===== src/rtl/assert_macros.svh =====
// assertion helpers; every use sits inside a module with clk and rst_n
`ifndef ASSERT_MACROS_SVH
`define ASSERT_MACROS_SVH

// condition must hold on every clock edge out of reset
`define CHK_ALWAYS(label, cond, msg) \
  label: assert property (@(posedge clk) disable iff (!rst_n) (cond)) else $error(msg);

// consequent must hold in the same cycle as the antecedent
`define CHK_IMPLY(label, ante, cons, msg) \
  label: assert property (@(posedge clk) disable iff (!rst_n) (ante) |-> (cons)) \
    else $error(msg);

`endif


===== src/rtl/pathsimp_pkg.sv =====
package pathsimp_pkg;

  // path characters with a meaning
  localparam logic [7:0] SLASH = 8'h2F;
  localparam logic [7:0] DOT   = 8'h2E;

  // segment start stack
  localparam int unsigned STACK_SIZE = 32;
  localparam int unsigned STK_AW     = $clog2(STACK_SIZE);
  localparam int unsigned DEPTH_W    = $clog2(STACK_SIZE + 1);

  // one character of the simplified path
  typedef struct packed {
    logic [7:0] char_byte;
    logic       last;
    logic       ovf;
  } out_item_t;

endpackage


===== src/rtl/pathsimp_ram.sv =====
module pathsimp_ram #(
  parameter int unsigned WIDTH = 8,
  parameter int unsigned DEPTH = 64
) (
  input  logic                     clk,
  input  logic                     we,
  input  logic [$clog2(DEPTH)-1:0] waddr,
  input  logic [WIDTH-1:0]         wdata,
  input  logic [$clog2(DEPTH)-1:0] raddr,
  output logic [WIDTH-1:0]         rdata
);

  logic [WIDTH-1:0] mem [DEPTH];
  logic [WIDTH-1:0] rdata_r;

  // one write port, one registered read port
  always_ff @(posedge clk) begin
    if (we) begin
      mem[waddr] <= wdata;
    end
    rdata_r <= mem[raddr];
  end

  assign rdata = rdata_r;

endmodule


===== src/rtl/pathsimp_out.sv =====
module pathsimp_out
  import pathsimp_pkg::*;
(
  input  logic      clk,
  input  logic      rst_n,
  input  logic      load,
  input  out_item_t item,
  output logic      free,
  output logic      out_valid,
  input  logic      out_ready,
  output logic [7:0] out_byte,
  output logic      out_last,
  output logic      out_overflow
);

  logic      valid_r;
  logic      valid_nxt;
  out_item_t item_r;

  // stage is free when empty or being drained this cycle
  assign free = !valid_r || out_ready;

  always_comb begin
    valid_nxt = valid_r;
    if (valid_r && out_ready) begin
      valid_nxt = 1'b0;
    end
    if (load) begin
      valid_nxt = 1'b1;
    end
  end

  always_ff @(posedge clk) begin
    if (!rst_n) begin
      valid_r <= 1'b0;
    end else begin
      valid_r <= valid_nxt;
    end
    if (load) begin
      item_r <= item;
    end
  end

  assign out_valid    = valid_r;
  assign out_byte     = item_r.char_byte;
  assign out_last     = item_r.last;
  assign out_overflow = item_r.ovf;

endmodule


===== src/rtl/path_simplifier_top.sv =====
// Streaming path simplifier. Path characters come in one item per cycle
// on the in_ channel while in_ready is high, with in_path_last on the
// final one; the simplified path leaves on the out_ channel one character
// per item, out_last on its final character and out_overflow set on every
// item when characters were dropped because the text buffer (MAX_LEN
// bytes) was full. A character that opens a kept segment writes the
// slash, then each held-back leading dot, then the character itself, since
// each buffered byte is one write on the text memory port. A '/' that ends
// a '..' segment waits in S_POP for the stack read. The final item may pass
// through S_END to close its segment and S_POP to pop the stack, then the
// result streams from the text memory read port one character per cycle
// while the output stage is free, after a read start; no new item is taken
// until the last character is loaded into the output register.
`include "assert_macros.svh"

module path_simplifier_top
  import pathsimp_pkg::*;
#(
  parameter int unsigned MAX_LEN = 64
) (
  input  logic       clk,
  input  logic       rst_n,
  input  logic       in_valid,
  output logic       in_ready,
  input  logic [7:0] in_path_byte,
  input  logic       in_path_last,
  output logic       out_valid,
  input  logic       out_ready,
  output logic [7:0] out_byte,
  output logic       out_last,
  output logic       out_overflow
);

  localparam int unsigned AW   = $clog2(MAX_LEN);
  localparam int unsigned WP_W = $clog2(MAX_LEN + 1);

  // leading dot count codes; ordinary means already in the buffer
  localparam logic [1:0] DOTS_NONE = 2'd0;
  localparam logic [1:0] DOTS_TWO  = 2'd2;
  localparam logic [1:0] DOTS_ORD  = 2'd3;

  typedef enum logic [2:0] {
    S_IDLE,
    S_DOTS,
    S_END,
    S_POP,
    S_EMIT_RD,
    S_EMIT
  } state_t;

  state_t             state_r, state_nxt;
  logic [WP_W-1:0]    wp_r, wp_nxt;
  logic [DEPTH_W-1:0] depth_r, depth_nxt;
  logic [1:0]         dots_r, dots_nxt;
  logic               ovf_r, ovf_nxt;
  logic [7:0]         char_r, char_nxt;
  logic [1:0]         dcnt_r, dcnt_nxt;
  logic               last_r, last_nxt;
  logic [AW-1:0]      rd_idx_r, rd_idx_nxt;

  logic               txt_we;
  logic [AW-1:0]      txt_waddr;
  logic [7:0]         txt_wdata;
  logic [AW-1:0]      txt_raddr;
  logic [7:0]         txt_rdata;

  logic               stk_we;
  logic [STK_AW-1:0]  stk_waddr;
  logic [AW-1:0]      stk_wdata;
  logic [STK_AW-1:0]  stk_raddr;
  logic [AW-1:0]      stk_rdata;

  logic               put_req;
  logic [7:0]         put_data;
  logic               out_load;
  out_item_t          out_item;
  logic               out_free;
  logic               accept;
  logic               buf_room;
  logic [DEPTH_W-1:0] depth_dec;
  logic [WP_W-1:0]    idx_inc;
  logic               streaming;

  assign in_ready  = (state_r == S_IDLE);
  assign accept    = in_valid && in_ready;
  assign buf_room  = wp_r < WP_W'(MAX_LEN);
  assign depth_dec = depth_r - DEPTH_W'(1);
  assign idx_inc   = WP_W'(rd_idx_r) + WP_W'(1);
  assign streaming = (state_r == S_EMIT) || (state_r == S_EMIT_RD);

  // text buffer and segment start stack
  pathsimp_ram #(.WIDTH(8), .DEPTH(MAX_LEN)) u_text (
    .clk   (clk),
    .we    (txt_we),
    .waddr (txt_waddr),
    .wdata (txt_wdata),
    .raddr (txt_raddr),
    .rdata (txt_rdata)
  );

  pathsimp_ram #(.WIDTH(AW), .DEPTH(STACK_SIZE)) u_stack (
    .clk   (clk),
    .we    (stk_we),
    .waddr (stk_waddr),
    .wdata (stk_wdata),
    .raddr (stk_raddr),
    .rdata (stk_rdata)
  );

  // output register stage
  pathsimp_out u_out (
    .clk          (clk),
    .rst_n        (rst_n),
    .load         (out_load),
    .item         (out_item),
    .free         (out_free),
    .out_valid    (out_valid),
    .out_ready    (out_ready),
    .out_byte     (out_byte),
    .out_last     (out_last),
    .out_overflow (out_overflow)
  );

  // sequencer: parse, push and pop segments, then stream the buffer
  always_comb begin
    state_nxt  = state_r;
    wp_nxt     = wp_r;
    depth_nxt  = depth_r;
    dots_nxt   = dots_r;
    ovf_nxt    = ovf_r;
    char_nxt   = char_r;
    dcnt_nxt   = dcnt_r;
    last_nxt   = last_r;
    rd_idx_nxt = rd_idx_r;
    put_req    = 1'b0;
    put_data   = SLASH;
    stk_we     = 1'b0;
    stk_waddr  = depth_r[STK_AW-1:0];
    stk_wdata  = wp_r[AW-1:0];
    stk_raddr  = depth_dec[STK_AW-1:0];
    txt_raddr  = rd_idx_r;
    out_load   = 1'b0;
    out_item   = '{char_byte: SLASH, last: 1'b1, ovf: ovf_r};

    case (state_r)
      S_IDLE: begin
        if (accept) begin
          last_nxt = in_path_last;
          if (in_path_byte == SLASH) begin
            // segment ends; '..' drops the last kept segment
            if (dots_r == DOTS_TWO && depth_r != '0) begin
              depth_nxt = depth_dec;
              state_nxt = S_POP;
            end else begin
              dots_nxt = DOTS_NONE;
              if (in_path_last) begin
                state_nxt = S_EMIT_RD;
              end
            end
          end else if (dots_r == DOTS_ORD) begin
            put_req  = 1'b1;
            put_data = in_path_byte;
            if (in_path_last) begin
              state_nxt = S_END;
            end
          end else if (in_path_byte == DOT && dots_r < DOTS_TWO) begin
            dots_nxt = dots_r + 2'd1;
            if (in_path_last) begin
              state_nxt = S_END;
            end
          end else begin
            // segment is kept: push its start if buffer and stack have room, and write the slash
            if (buf_room && depth_r < DEPTH_W'(STACK_SIZE)) begin
              stk_we    = 1'b1;
              depth_nxt = depth_r + DEPTH_W'(1);
            end
            put_req   = 1'b1;
            put_data  = SLASH;
            char_nxt  = in_path_byte;
            dcnt_nxt  = dots_r;
            state_nxt = S_DOTS;
          end
        end
      end

      S_DOTS: begin
        // held dots, then the character that opened the segment
        put_req = 1'b1;
        if (dcnt_r != 2'd0) begin
          put_data = DOT;
          dcnt_nxt = dcnt_r - 2'd1;
        end else begin
          put_data  = char_r;
          dots_nxt  = DOTS_ORD;
          state_nxt = last_r ? S_END : S_IDLE;
        end
      end

      S_END: begin
        if (dots_r == DOTS_TWO && depth_r != '0) begin
          depth_nxt = depth_dec;
          state_nxt = S_POP;
        end else begin
          dots_nxt  = DOTS_NONE;
          state_nxt = S_EMIT_RD;
        end
      end

      S_POP: begin
        // stack read issued last cycle
        wp_nxt    = WP_W'(stk_rdata);
        dots_nxt  = DOTS_NONE;
        state_nxt = last_r ? S_EMIT_RD : S_IDLE;
      end

      S_EMIT_RD: begin
        if (wp_r == '0) begin
          // nothing kept: lone slash
          if (out_free) begin
            out_load  = 1'b1;
            wp_nxt    = '0;
            depth_nxt = '0;
            dots_nxt  = DOTS_NONE;
            ovf_nxt   = 1'b0;
            state_nxt = S_IDLE;
          end
        end else begin
          txt_raddr  = '0;
          rd_idx_nxt = '0;
          state_nxt  = S_EMIT;
        end
      end

      S_EMIT: begin
        // read data belongs to rd_idx_r; re-read it while stalled
        if (out_free) begin
          out_load   = 1'b1;
          out_item   = '{char_byte: txt_rdata, last: (idx_inc == wp_r), ovf: ovf_r};
          txt_raddr  = idx_inc[AW-1:0];
          rd_idx_nxt = idx_inc[AW-1:0];
          if (idx_inc == wp_r) begin
            wp_nxt    = '0;
            depth_nxt = '0;
            dots_nxt  = DOTS_NONE;
            ovf_nxt   = 1'b0;
            state_nxt = S_IDLE;
          end
        end
      end

      default: begin
        state_nxt = S_IDLE;
      end
    endcase

    // buffer write, or drop and flag when full
    txt_we    = 1'b0;
    txt_waddr = wp_r[AW-1:0];
    txt_wdata = put_data;
    if (put_req) begin
      if (buf_room) begin
        txt_we = 1'b1;
        wp_nxt = wp_r + WP_W'(1);
      end else begin
        ovf_nxt = 1'b1;
      end
    end
  end

  always_ff @(posedge clk) begin
    if (!rst_n) begin
      state_r <= S_IDLE;
      wp_r    <= '0;
      depth_r <= '0;
      dots_r  <= DOTS_NONE;
      ovf_r   <= 1'b0;
      last_r  <= 1'b0;
      dcnt_r  <= 2'd0;
    end else begin
      state_r <= state_nxt;
      wp_r    <= wp_nxt;
      depth_r <= depth_nxt;
      dots_r  <= dots_nxt;
      ovf_r   <= ovf_nxt;
      last_r  <= last_nxt;
      dcnt_r  <= dcnt_nxt;
    end
    char_r   <= char_nxt;
    rd_idx_r <= rd_idx_nxt;
  end

  `CHK_ALWAYS(a_wp_bound, wp_r <= WP_W'(MAX_LEN), "write pointer past buffer end")
  `CHK_ALWAYS(a_depth_bound, depth_r <= DEPTH_W'(STACK_SIZE), "stack depth past stack size")
  `CHK_IMPLY(a_no_write_emit, streaming, !txt_we && !stk_we, "memory written while streaming")
  `CHK_IMPLY(a_load_free, out_load, out_free, "item loaded into busy output stage")

endmodule


===== config.mk =====
export PLATFORM = sky130hd
export DESIGN_NAME = path_simplifier_top
export DESIGN_NICKNAME = d
export VERILOG_FILES = /design/src/rtl/pathsimp_pkg.sv /design/src/rtl/pathsimp_ram.sv /design/src/rtl/pathsimp_out.sv /design/src/rtl/path_simplifier_top.sv
export VERILOG_INCLUDE_DIRS = /design/src /design/src/rtl
export SDC_FILE = /design/constraint.sdc
export NUM_CORES = 1
export LEC_CHECK = 0
export BUFFER_PORTS_ARGS = -buffer_cell sky130_fd_sc_hd__buf_4
export CAP_MARGIN = 0
export CORE_MARGIN = 4
export CORE_UTILIZATION = 45
export CTS_CLUSTER_DIAMETER = 30
export CTS_CLUSTER_SIZE = 10
export DETAILED_ROUTE_END_ITERATION = 8
export PLACE_DENSITY = 0.7
export SYNTH_ARGS = -nofsm -noshare
export SYNTH_HDL_FRONTEND = slang
export SYNTH_SLANG_ARGS = --single-unit

===== constraint.sdc =====
create_clock -name clk -period 9.8 [get_ports clk]
set_clock_uncertainty 0.05 [all_clocks]
set_input_delay 0.49 -clock clk [delete_from_list [all_inputs] [get_ports clk]]
set_output_delay 0.49 -clock clk [all_outputs]
set_load 0.01 [all_outputs]

# After elaboration in Yosys (flattened, before gate mapping)
# Memories as Yosys holds them, arrays and structs flattened. A register that Yosys moved wholly into a read port is not among the register bits.
# Index checks and enable logic that the tools add are counted.
# classes
bitwise_logic	3
order_cmp	3
eq_ne	26
n_mux	89
add_sub_neg	6
reduce_logical	22
# op_table
cell	count
2-to-1 mux 6 bit	12
2-to-1 mux 3 bit	14
2-to-1 mux 7 bit	6
2-to-1 mux 2 bit	16
2-to-1 mux 8 bit	4
2-to-1 mux 1 bit	27
one-hot mux 6 bit (4 select lines)	1
one-hot mux 7 bit (3 select lines)	1
one-hot mux 3 bit (6 select lines)	1
AND reduction 9 bit	2
equality test 8 x 6 -> 1 bit, second input constant	2
one-hot mux 8 bit (2 select lines)	1
!= test 2 bit, second input constant	7
one-hot mux 2 bit (6 select lines)	1
one-hot mux 6 bit (2 select lines)	1
AND reduction 6 bit	2
nonzero test 6 bit	2
!= test 3 bit, second input constant	3
adder 6 x 1 -> 7 bit, second input constant	1
adder 7 x 1 -> 7 bit, second input constant	1
equality test 7 bit	1
logical NOT 7 bit	1
< comparator 7 bit, second input constant	1
adder 6 x 1 -> 6 bit, second input constant	1
23 further kinds	40
# totals
elab_cells	164
mem_count	2
ramBits	704
out_inout_bits	12
in_bits	13
regBits	47
# memory_table
memory	depth	width	read_ports	rd_clocked_by_memory_dff	wr	line_no	source
u_text.mem	64	8	1	1	1	pathsimp_ram.sv:13	logic [WIDTH-1:0] mem [DEPTH];
u_stack.mem	32	6	1	1	1	pathsimp_ram.sv:13	

# Depth between registers and ports, before layout
# logic_depth
depth_word	10
mapped_depth	15
mapped_depth_nobuf	11

# Cells and area by module
# From an unflattened synthesis, not the netlist that was laid out.
# hier_totals
hier_cells	1647
area_unflattened_um2	31046.0
# by_module_without_submodules
module	seq_area_each_um2	cells_per_inst	area_each_um2	instances
pathsimp_ram at u_text	15534.9	940	20166.8	1
pathsimp_ram at u_stack	5885.6	323	7589.8	1
path_simplifier_top	800.8	370	2940.3	1
pathsimp_out	320.3	14	349.1	1

# Worst setup path after synthesis
# No wires, ideal clock.
# synth_path
path_kind	input to register
startpoint	input in_path_byte[7]
endpoint	memory u_text.mem[0][0], data pin
setup_time_ns	0.702
path_slack_ns	4.768
t_required_ns	9.048
cell_stages	7
t_arrival_ns	4.281
path_buffers	1
cell_sequence	nand4bb_1 or4_1 clkbuf_1 and3_1 nand2_1 nor2_1 o21ai_0
# synth_between
elab_chain_cells	4
# synth_lines
element	line_no	source
from (decl)	path_simplifier_top.sv:25	input logic [7:0] in_path_byte,
equality test 8 x 6 -> 1 bit	path_simplifier_top.sv:149	if (in_path_byte == SLASH) begin
2-to-1 mux 8 bit	path_simplifier_top.sv:149	
2-to-1 mux 8 bit	path_simplifier_top.sv:147	if (accept) begin
one-hot mux 8 bit (2 select lines)	path_simplifier_top.sv:145	case (state_r)
via put_data[0]	path_simplifier_top.sv:74	logic [7:0] put_data;
to (decl)	pathsimp_ram.sv:13	
# The timed path passes the listed nets, and every way through them passes these cells.

# Worst setup path after layout
# layout_path
startpoint	register state_r[0]
endpoint	memory u_text.mem[45][6] (enable)
# layout_between
elab_chain_cells	7
elab_cells_between_ends	8
cone_classes	eq/ne: 1; mux: 5; reduce/logical: 2
# layout_lines
element	line_no	source
from (decl)	path_simplifier_top.sv:51	state_t state_r, state_nxt;
from (signal assigned)	path_simplifier_top.sv:280	state_r <= state_nxt;
logical NOT 3 bit	path_simplifier_top.sv:84, path_simplifier_top.sv:145	
logical AND 1 bit	path_simplifier_top.sv:85	assign accept = in_valid && in_ready;
2-to-1 mux 1 bit	path_simplifier_top.sv:147	
one-hot mux 1 bit (2 select lines) (*)	path_simplifier_top.sv:145	
2-to-1 mux 1 bit (*)	path_simplifier_top.sv:260	if (put_req) begin
2-to-1 mux 1 bit (*)	pathsimp_ram.sv:18	if (we) begin
2-to-1 mux 1 bit (implied by the code) (*)	pathsimp_ram.sv:19	mem[waddr] <= wdata;
# Mark *: on every way between the ends. The rest lies on a longest branch, timed or not.

==> impl_metrics.tcl <==
set metrics [dict create \
    yosysUniqueCellTypes 73 \
    grt_usage 0.2015 \
    r2r_end "u_text.mem[45][6]$_DFFE_PP_" \
    relSlewSlack 0.2675 \
    numCtsBuffers 133 \
    clk_pin_slew_ns 0.05 \
    power_density_nw_per_um2 325.2 \
    yosysWarnings 0 \
    clkSinkCount 765 \
    crit_type "reg2reg" \
    seqPwrFrac 0.349 \
    whs_path_depth 3 \
    postLayoutCoreUtil 0.5392 \
    nets 2208 \
    grt_overflow_total 0 \
    p_clk_frac 0.387 \
    synth_seq_cells 765 \
    period_needed_ns 5.060 \
    reg2reg_from "state_r[0]$_SDFFE_PN0P_" \
    worst_hold_slack_ns 0.06106 \
    min_from "in_valid" \
    drc_errors 0 \
    ant_nets 0 \
    ir_drop_uv 283.0 \
    cts-root-buf "clkbuf_16" \
    synth_edf_count 722 \
    rsz0062_at_grt "no" \
    synthesis.area_um2 30890 \
    cpPeakStageDelay_ns 0.99 \
    io_pins 25 \
    hpwl_um 41040 \
    die_h_um 270.0 \
    slowest_stage "dfxtp_1" \
    path_cells "inv_1 -> or3_1 -> o21ai_1 -> nor2b_1 -> nand4_1 -> nor2_1" \
    cp.buffers_inverters 1 \
    via_per_inst 5.912 \
    ctsResizeCount 0 \
    crit_fanout 20 \
    power.total_mw 11.86 \
    start_util 0.4568 \
    cp_num_cells 6 \
    antenna_found_initial 1 \
    path_delay_family "simple AND/OR/NAND/NOR gates" \
    status "completed" \
    p_int_mw 8.077 \
    worst_slew_pin_slew_ns 1.095 \
    cp-start-kind "flip-flop" \
    tns_ns 0 \
    ys_seq_area_frac 0.7296 \
    crit_path_end_kind "flip-flop" \
    drt_wl_total_um 74220 \
    switchingPower_mw 3.784 \
    drt_first_iter_violations 2379 \
    firstDrtPassIters 6 \
    min_period_over_period 0.5163 \
    p_leak_nw 11.93 \
    hp-class "in2reg" \
    swShare 0.3190 \
    cts.htree.levels 4 \
    power.share.combinational 0.264 \
    grt_pass1_wl_um 113000 \
    num_rows 95 \
    cts_tree "yes" \
    placed_cell_area_um2 31870 \
    setup_viol 0 \
    min_to "last_r$_SDFFE_PN0P_" \
    clk_latency_ns 0.71 \
    die_w_um 270.0 \
    gp_congestion 0.8496 \
    syn_avg_cell_area_um2 14.58 \
    grt_pass1_vias 18641 \
    async_flop_share 0 \
    core-area_um2 67630 \
    cts_max_path_buffers 3 \
    final_area_um2 36470 \
    hold_violations 0 \
    ys.flop_type "edfxtp_1" \
    layout-drive-gt1-share 0.1594 \
    worst_r2r_path_depth 6 \
    synth_nets 2142 \
    cap_violations 0 \
    routedWlPerCell_um 23.46 \
    area_delta_synth_final_pct 18.05 \
    vias 18705 \
    crit_required_ns 10.07 \
    crit_arrival_ns 5.33 \
    slew_violations 0 \
    synthCells 2119 \
    grt_max_degree 194 \
    port_buffers 24 \
    reg2reg_slack_ns 4.74 \
    dieArea_um2 72910 \
    max_clock_freq_mhz 197.6 \
]
[power groups by stage]
stage | logic (mW) | clock network (mW) | registers (mW)
6_report | 3.13 | 4.59 | 4.14
5_1_grt | 3.37 | 4.81 | 4.14
4_1_cts | 3.11 | 4.64 | 4.13
3_5_place_dp | 3.08 | 0 | 4.19
3_3_place_gp | 3.02 | 0 | 4.19
2_1_floorplan | 2.18 | 0 | 4.20
[worst register-to-register path, stage by stage (launching register included)]
cell and delay [ns]:
dfxtp_1 0.99, inv_1 0.37, or3_1 0.69, o21ai_1 0.28, nor2b_1 0.48, nand4_1 0.85, nor2_1 0.96
[through the flow]
stage / cells / worst slack [ns]
2_1_floorplan: 2119 / 4.768
6_report: 3164 / 4.740
3_5_place_dp: 2914 / 4.860
4_1_cts: 3163 / 4.827
3_3_place_gp: 2914 / 4.959
5_1_grt: 3163 / 4.540
[Yosys cell counts, types with 3 or more instances]
| cell type | n | area, µm² |
|---|---|---|
| o21a_1 | 3 | 22.52 |
| clkbuf_1 | 52 | 195.2 |
| ha_1 | 10 | 125.1 |
| a21oi_1 | 13 | 65.06 |
| nor3_1 | 13 | 65.06 |
| xnor2_1 | 7 | 61.31 |
| and3_1 | 5 | 31.28 |
| mux2i_1 | 66 | 660.6 |
| a32o_1 | 4 | 40.04 |
| dfxtp_1 | 43 | 860.8 |
| buf_4 | 19 | 142.6 |
| o21ai_1 | 5 | 25.02 |
| a211o_1 | 3 | 26.28 |
| nor4_1 | 18 | 112.6 |
| a31oi_1 | 68 | 425.4 |
| nand4_1 | 5 | 31.28 |
| or3b_2 | 3 | 26.28 |
| nand2_1 | 440 | 1652 |
| nand2b_1 | 12 | 75.07 |
| nor2_1 | 130 | 488.0 |
| a21boi_0 | 5 | 37.54 |
| nand3b_1 | 4 | 30.03 |
| a21boi_1 | 4 | 30.03 |
| o221ai_1 | 5 | 43.79 |
| nor2b_1 | 13 | 81.33 |
| or3_1 | 3 | 18.77 |
| buf_6 | 6 | 67.56 |
| o21ai_0 | 23 | 115.1 |
| a221oi_1 | 4 | 35.03 |
| or2_2 | 3 | 18.77 |
| mux2_2 | 14 | 157.7 |
| xor2_1 | 4 | 35.03 |
| edfxtp_1 | 722 | 21680 |
| nand3_1 | 145 | 725.7 |
| mux4_2 | 60 | 1351 |
| buf_1 | 10 | 37.54 |
| a32oi_1 | 66 | 578.1 |
| and2_1 | 7 | 43.79 |
| buf_2 | 42 | 210.2 |
| a22o_1 | 3 | 26.28 |
| inv_1 | 15 | 56.30 |
[layout make-up]
class,instances,area (µm²)
sequential,765,22550
multi-input combinational,1208,7755
antenna,1,2.502
fill,5273,31160
inverter,17,71.32
tap,873,1092
clock buffer,156,3521
clock inverter,84,985.9
timing repair buffer,60,498.0
[flip-flops by register name, indices dropped and copies added, names as in the netlist, 2 cells and up]
signal          count
u_text.mem        512
u_out.out_byte      8
rd_idx_r            6
dcnt_r              2
char_r              8
u_text.rdata        8
wp_r                7
dots_r              2
depth_r             6
u_stack.mem       192
state_r             3
u_stack.rdata       6
[cell usage in the layout, fill, tap and decap left out, types with 7 or more instances in the layout]
master / count
a21oi_1: 13
a31oi_1: 68
a32oi_1: 66
and2_1: 7
buf_4: 49
bufinv_16: 17
clkbuf_1: 18
clkbuf_16: 138
clkinv_1: 16
clkinv_2: 19
clkinvlp_4: 13
dfxtp_1: 42
dlygate4sd3_1: 9
edfxtp_1: 722
ha_1: 9
inv_1: 15
inv_6: 9
mux2_2: 14
mux2i_1: 66
mux4_2: 60
nand2_1: 440
nand2b_1: 12
nand3_1: 145
nor2_1: 130
nor2b_1: 13
nor3_1: 12
nor4_1: 18
o21ai_0: 22
[worst max-delay path by stage]
stage,end,from
6_report,u_text.mem[45][6]$_DFFE_PP_,state_r[0]$_SDFFE_PN0P_
5_1_grt,u_text.mem[45][6]$_DFFE_PP_,state_r[0]$_SDFFE_PN0P_
4_1_cts,u_text.rdata[6]$_DFF_P_,wp_r[5]$_SDFF_PN0_
3_5_place_dp,u_text.rdata[6]$_DFF_P_,wp_r[5]$_SDFF_PN0_
3_3_place_gp,u_text.rdata[3]$_DFF_P_,wp_r[5]$_SDFF_PN0_
2_1_floorplan,u_text.mem[0][0]$_DFFE_PP_,in_path_byte[7]
[per-layer routing]
metal	share of wire	up-vias	routed length, µm	global-route usage
met4	0.027	2	2016	0.07219
met5	0.00016	-	12	0
met3	0.084	169	6223	0.05241
met2	0.48	990	35650	0.3201
li1	-	8229	-	-
met1	0.41	9315	30320	0.2709
[what timing repair did]
item,in CTS,in global routing
buffers inserted,0,0
endpoints found under the hold margin,9,0
hold buffers,9,0
[logic make-up (layout without fill, tap and decap cells)]
kind of cell	count (synthesis)	in the layout	share of synthesized area
other	0	1	0
flip-flops	765	765	0.7296
multiplexers	140	140	0.07023
XOR/XNOR	12	12	0.003847
AND/OR/NAND/NOR	813	813	0.1134
adder cells (fa/ha/maj)	10	10	0.004050
buffers and inverters	146	317	0.02321
AO/OA/AOI/OAI	233	233	0.05565
No activity file was read; power rests on OpenSTA's default activity.
